## src/hdl/tct_pkg.sv

```systemverilog
// shared types and constants of the tcp connection tracker
package tct_pkg;

  localparam int TABLE_DEPTH = 64;
  localparam int SLOT_W      = (TABLE_DEPTH > 1) ? $clog2(TABLE_DEPTH) : 1;
  localparam int OPEN_W      = $clog2(TABLE_DEPTH + 1);

  localparam logic [8:0]  KEY_MUL_ADDR = 9'd333;
  localparam logic [4:0]  KEY_MUL_PORT = 5'd23;
  localparam logic [8:0]  FLAGS_SYNACK = 9'h012;
  localparam logic [8:0]  FLAGS_END    = 9'h005;

  localparam logic [2:0] ST_IGNORED = 3'd0;
  localparam logic [2:0] ST_OPENED  = 3'd1;
  localparam logic [2:0] ST_COUNTED = 3'd2;
  localparam logic [2:0] ST_CLOSED  = 3'd3;
  localparam logic [2:0] ST_NOFREE  = 3'd4;
  localparam logic [2:0] ST_REPORT  = 3'd5;

  // request travelling down the row of slot cells
  typedef struct packed {
    logic              valid;
    logic [31:0]       key;
    logic [15:0]       len;
    logic              synack;
    logic              ends;
    logic [SLOT_W-1:0] pos;
    logic              found;
    logic [SLOT_W-1:0] hit;
    logic [2:0]        status;
    logic [31:0]       total;
  } req_t;

endpackage

```

## src/hdl/tct_cell.sv

```systemverilog
// one table slot: holds a key and byte total, serves the passing request
module tct_cell (
  input  logic          clk,
  input  logic          rst,
  input  tct_pkg::req_t req_in,
  output tct_pkg::req_t req_out
);

  logic [31:0]   key;
  logic [31:0]   bytes;
  logic [31:0]   key_next;
  logic [31:0]   bytes_next;
  tct_pkg::req_t req_next;
  logic          is_empty;
  logic          claim;
  logic [32:0]   sum;
  logic [31:0]   sat_sum;

  assign is_empty = (key == 32'd0);
  assign claim    = req_in.valid && !req_in.found && (is_empty || key == req_in.key);
  assign sum      = {1'b0, bytes} + {17'd0, req_in.len};
  assign sat_sum  = sum[32] ? 32'hFFFF_FFFF : sum[31:0];

  always_comb begin
    req_next     = req_in;
    req_next.pos = req_in.pos + tct_pkg::SLOT_W'(1);
    key_next     = key;
    bytes_next   = bytes;
    if (claim) begin
      req_next.found = 1'b1;
      req_next.hit   = req_in.pos;
      if (req_in.synack) begin
        if (is_empty) begin
          key_next        = req_in.key;
          bytes_next      = 32'd0;
          req_next.status = tct_pkg::ST_OPENED;
        end
      end else if (!is_empty) begin
        req_next.total = sat_sum;
        if (req_in.ends) begin
          key_next        = 32'd0;
          bytes_next      = 32'd0;
          req_next.status = tct_pkg::ST_CLOSED;
        end else begin
          bytes_next      = sat_sum;
          req_next.status = tct_pkg::ST_COUNTED;
        end
      end
    end
  end

  always_ff @(posedge clk) begin
    if (rst) begin
      key     <= 32'd0;
      bytes   <= 32'd0;
      req_out <= '0;
    end else begin
      key     <= key_next;
      bytes   <= bytes_next;
      req_out <= req_next;
    end
  end

endmodule
```

## config.mk

```make
export PLATFORM = sky130hd
export DESIGN_NAME = tct_cell
export DESIGN_NICKNAME = d
export VERILOG_FILES = /design/src/hdl/tct_pkg.sv /design/src/hdl/tct_cell.sv
export SDC_FILE = /design/constraint.sdc
export NUM_CORES = 1
export LEC_CHECK = 0
export ABC_AREA = 1
export ABC_CLOCK_PERIOD_IN_PS = 2900
export BUFFER_PORTS_ARGS = -buffer_cell sky130_fd_sc_hd__buf_2
export CAP_MARGIN = 30
export CORE_UTILIZATION = 54
export CTS_CLUSTER_SIZE = 40
export DETAILED_ROUTE_END_ITERATION = 12
export GPL_TIMING_DRIVEN = 1
export PLACE_DENSITY_LB_ADDON = 0.1
export SETUP_SLACK_MARGIN = 0.02
export SLEW_MARGIN = 5
export SYNTH_ARGS = -nofsm -noshare
export SYNTH_HDL_FRONTEND = slang
export SYNTH_SLANG_ARGS = --single-unit
```

## constraint.sdc

```tcl
create_clock -name clk -period 2.9 [get_ports clk]
set_input_delay 0.29 -clock clk [delete_from_list [all_inputs] [get_ports clk]]
set_output_delay 0.29 -clock clk [all_outputs]
set_load 0.02 [all_outputs]
```

==> run_results.csv <==
group,metric,value,unit
floorplan,fp.dieH,127,microns
worst_setup_path,crit_arrival,2.79,ns
cts,post_cts_resized,0,
placement,numPortBuffers,199,
cts,cts-buffers-inserted,17,
global_route,grt_overflow,0,
yosys,synthDominantCellAreaShare,38.9,%
hold_path,holdCritPathClass,"in -> reg",
placement,dp_hpwl,17.1,mm
cts,clkTransAtPathRegs,0.07,ns
floorplan,io_pins,200,
floorplan,fp.dieArea,16000,sq um
cts,root_buffer,"clkbuf_16",
global_route,grt_pass1_vias,7865,
floorplan,core,15200,sq um
yosys,ys_seq_area_share,38.9,%
timing,finalCritPeriodShare,86.0,%
timing,hold_viol,0,
worst_setup_path,crit_type,"reg -> reg",
yosys,synthesis.area,8380,sq um
cells_and_area,drive_gt1_share,19.3,%
timing,drv_slew,0,
cells_and_area,postLayoutCoreUtil,66.3,%
cts,ctsLongestPathBuffers,2,
global_route,grt_use_total,30.2,%
detailed_routing,antenna_left,0,
worst_setup_path,critical_path_buf_inv_count,0,
global_route,grt_max_degree,76,
yosys,syn_inst,1279,
detailed_routing,via_count,8485,
cts,clock_latency,0.44,ns
yosys,yosys_warnings,0,
worst_setup_path,cp_slowest_cell,"fa_1",
yosys,synth_nets,1398,
power_and_ir_drop,irDropWorstVdd,0.599,mV
yosys,synth.distinct_cells,38,
detailed_routing,finalWirelength,23.7,mm
yosys,yosys.area.top_type,"dfxtp_1",
worst_setup_path,end_kind,"flop",
timing,setup_ws,0.407,ns
timing,skew,0.0121,ns
placement,dpl.cell_count,1632,
cells_and_area,seqCellArea,3260,sq um
placement,gp_congestion,0.967,
yosys,syn_avg_cell_area,6.55,sq um
worst_setup_path,path_max_fanout,28,
floorplan,fp-row-count,45,
worst_setup_path,worst_path_largest_cell_delay,0.46,ns
worst_setup_path,crit_path_start_kind,"flop",
timing,setup_viol,0,
worst_setup_path,cp_top_family,"simple AND/OR/NAND/NOR gates",
power_and_ir_drop,total_leakage_power,5.53,nW
cells_and_area,fin_cells,1665,
global_route,antenna_found_initial,1,
placement,post-place-ws,0.309,ns
timing,fin_crit,2.49,ns
global_route,grt_first_pass_wirelength,38.2,mm
flow_run,cap_violations,0,
timing,tightestPinTransition,0.854,ns
cells_and_area,syn2layout_area_growth,20.2,%
cts,postCtsSetupBuffers,0,
floorplan,die_x,127,microns
yosys,synthTopCellsByArea,"dfxtp_1 39%, nand2_1 16%, nor2_1 8.6%",
detailed_routing,avgViaCountPerCell,5.10,
cells_and_area,multi_input_area,4150,sq um
detailed_routing,drc,0,
detailed_routing,dr.pass1.iters,6,
floorplan,start_util,55.1,%
cells_and_area,nNetsFinal,1582,
worst_setup_path,cp_cell_sequence,"ha_1 > fa_1 > nand3_1 > nand3_2 > nand2_1 > nand2_2 > nand2_2 > nand2_2 > nand3_4 > nand3_1 > nand3_1 > nor2_1 > nor2_1 > nor2_1",
timing,hold_ws,0.0725,ns
worst_setup_path,crit_required,3.20,ns
cts,htree_levels,4,
cts,cts_sinks,163,
timing,relSlewSlack,43.1,%
outcome,outcome,"complete, no violations",
yosys,ys_ff_latch,163,
cts,cts_tree,"yes",
detailed_routing,first_iter_violations,615,
timing,fin_tns_setup,0,ns
timing,fmax,401,MHz
cts,ctsHoldBuffers,0,
timing,rsz0062_at_grt,"no",
detailed_routing,wl_per_cell,14.2,microns
power_and_ir_drop,power_density,838,nW/um^2
cells_and_area,fillers,1439,
[synthesized netlist by cell type (all sizes together)]
library cell,count
clkinv,4
xor2,5
nand3,144
o21ai,54
fa,1
nand4,12
inv,191
dfxtp,163
nor3b,1
ha,17
and2,5
nand2,361
nand3b,2
or2,3
nor3,6
clkbuf,15
xnor2,18
nor4,1
nor2,200
a21oi,47
buf,29
[metrics by stage]
step	area (sq um)	total power [mW]
6_report	10100	8.45
5_1_grt	10100	8.93
4_1_cts	10100	8.46
3_5_place_dp	9470	6.14
3_3_place_gp	9470	6.10
2_1_floorplan	8380	5.23
[cells by family after synthesis]
kind of cell,share of synthesized area (%)
AO/OA/AOI/OAI,6.03
XOR/XNOR,2.40
adder cells (fa/ha/maj),2.78
buffers and inverters,11.6
flip-flops,38.9
AND/OR/NAND/NOR,38.3
[worst paths after layout]
kind | from | endpoint | slack, ns | cells past startpoint
setup / recovery | bytes[0] | bytes[26] | 0.41 | 14
hold / removal | req_in[60] | req_out[60] | 0.07 | 3
hold reg to reg | bytes[14] | bytes[14] | 0.47 | 2
setup reg to reg | bytes[0] | bytes[26] | 0.41 | 14
[where the power goes]
group,switching [mW],internal [mW],total (mW)
sequential,0.153,2.57,2.72
combinational,2.46,0.940,3.40
clock,1.00,1.32,2.33
total,3.61,4.84,8.45
[layout make-up]
class,instances,area share [%]
clock inverters,13,1.64
repair buffers,209,10.8
diodes,1,0.0248
clock buffers,19,4.40
inverters,195,7.33
multi-input cells,877,41.1
well taps,188,2.33
flip-flops and latches,163,32.4
[sequential cells by signal (all words and copies together), names as in the netlist]
| register | cells |
|---|---|
| key | 32 |
| bytes | 32 |
| req_out | 99 |
[worst reg2reg max path, stage by stage, from the launching register on]
cell	delay, ns
dfxtp_1	0.32
ha_1	0.23
fa_1	0.46
nand3_1	0.13
nand3_2	0.09
nand2_1	0.09
nand2_2	0.08
nand2_2	0.08
nand2_2	0.10
nand3_4	0.30
nand3_1	0.19
nand3_1	0.10
nor2_1	0.04
nor2_1	0.10
nor2_1	0.05
[routing by layer]
layer / part of all wire (%) / vias up / GRT usage (%) / routed length, microns
met3: 7.0 / 33 / 5.86 / 1650
met1: 46 / 3791 / 39.1 / 10800
met5: 0 / - / 0 / 0
met2: 46 / 347 / 50.5 / 10800
li1: - / 4314 / - / -
met4: 1.6 / 0 / 9.64 / 374
[cell usage in the layout (no fill, tap or decap), drive strengths merged]
cell,n
bufinv,2
nand3,144
buf,209
nor3b,1
clkbuf,19
xnor2,18
or2,3
nor4,1
diode,1
and2,5
nand3b,2
o21ai,54
inv,198
ha,17
nor3,6
nand4,12
nand2,361
a21oi,47
fa,1
clkinv,8
nor2,200
dfxtp,163
xor2,5
(Power assumes the default switching activity.)
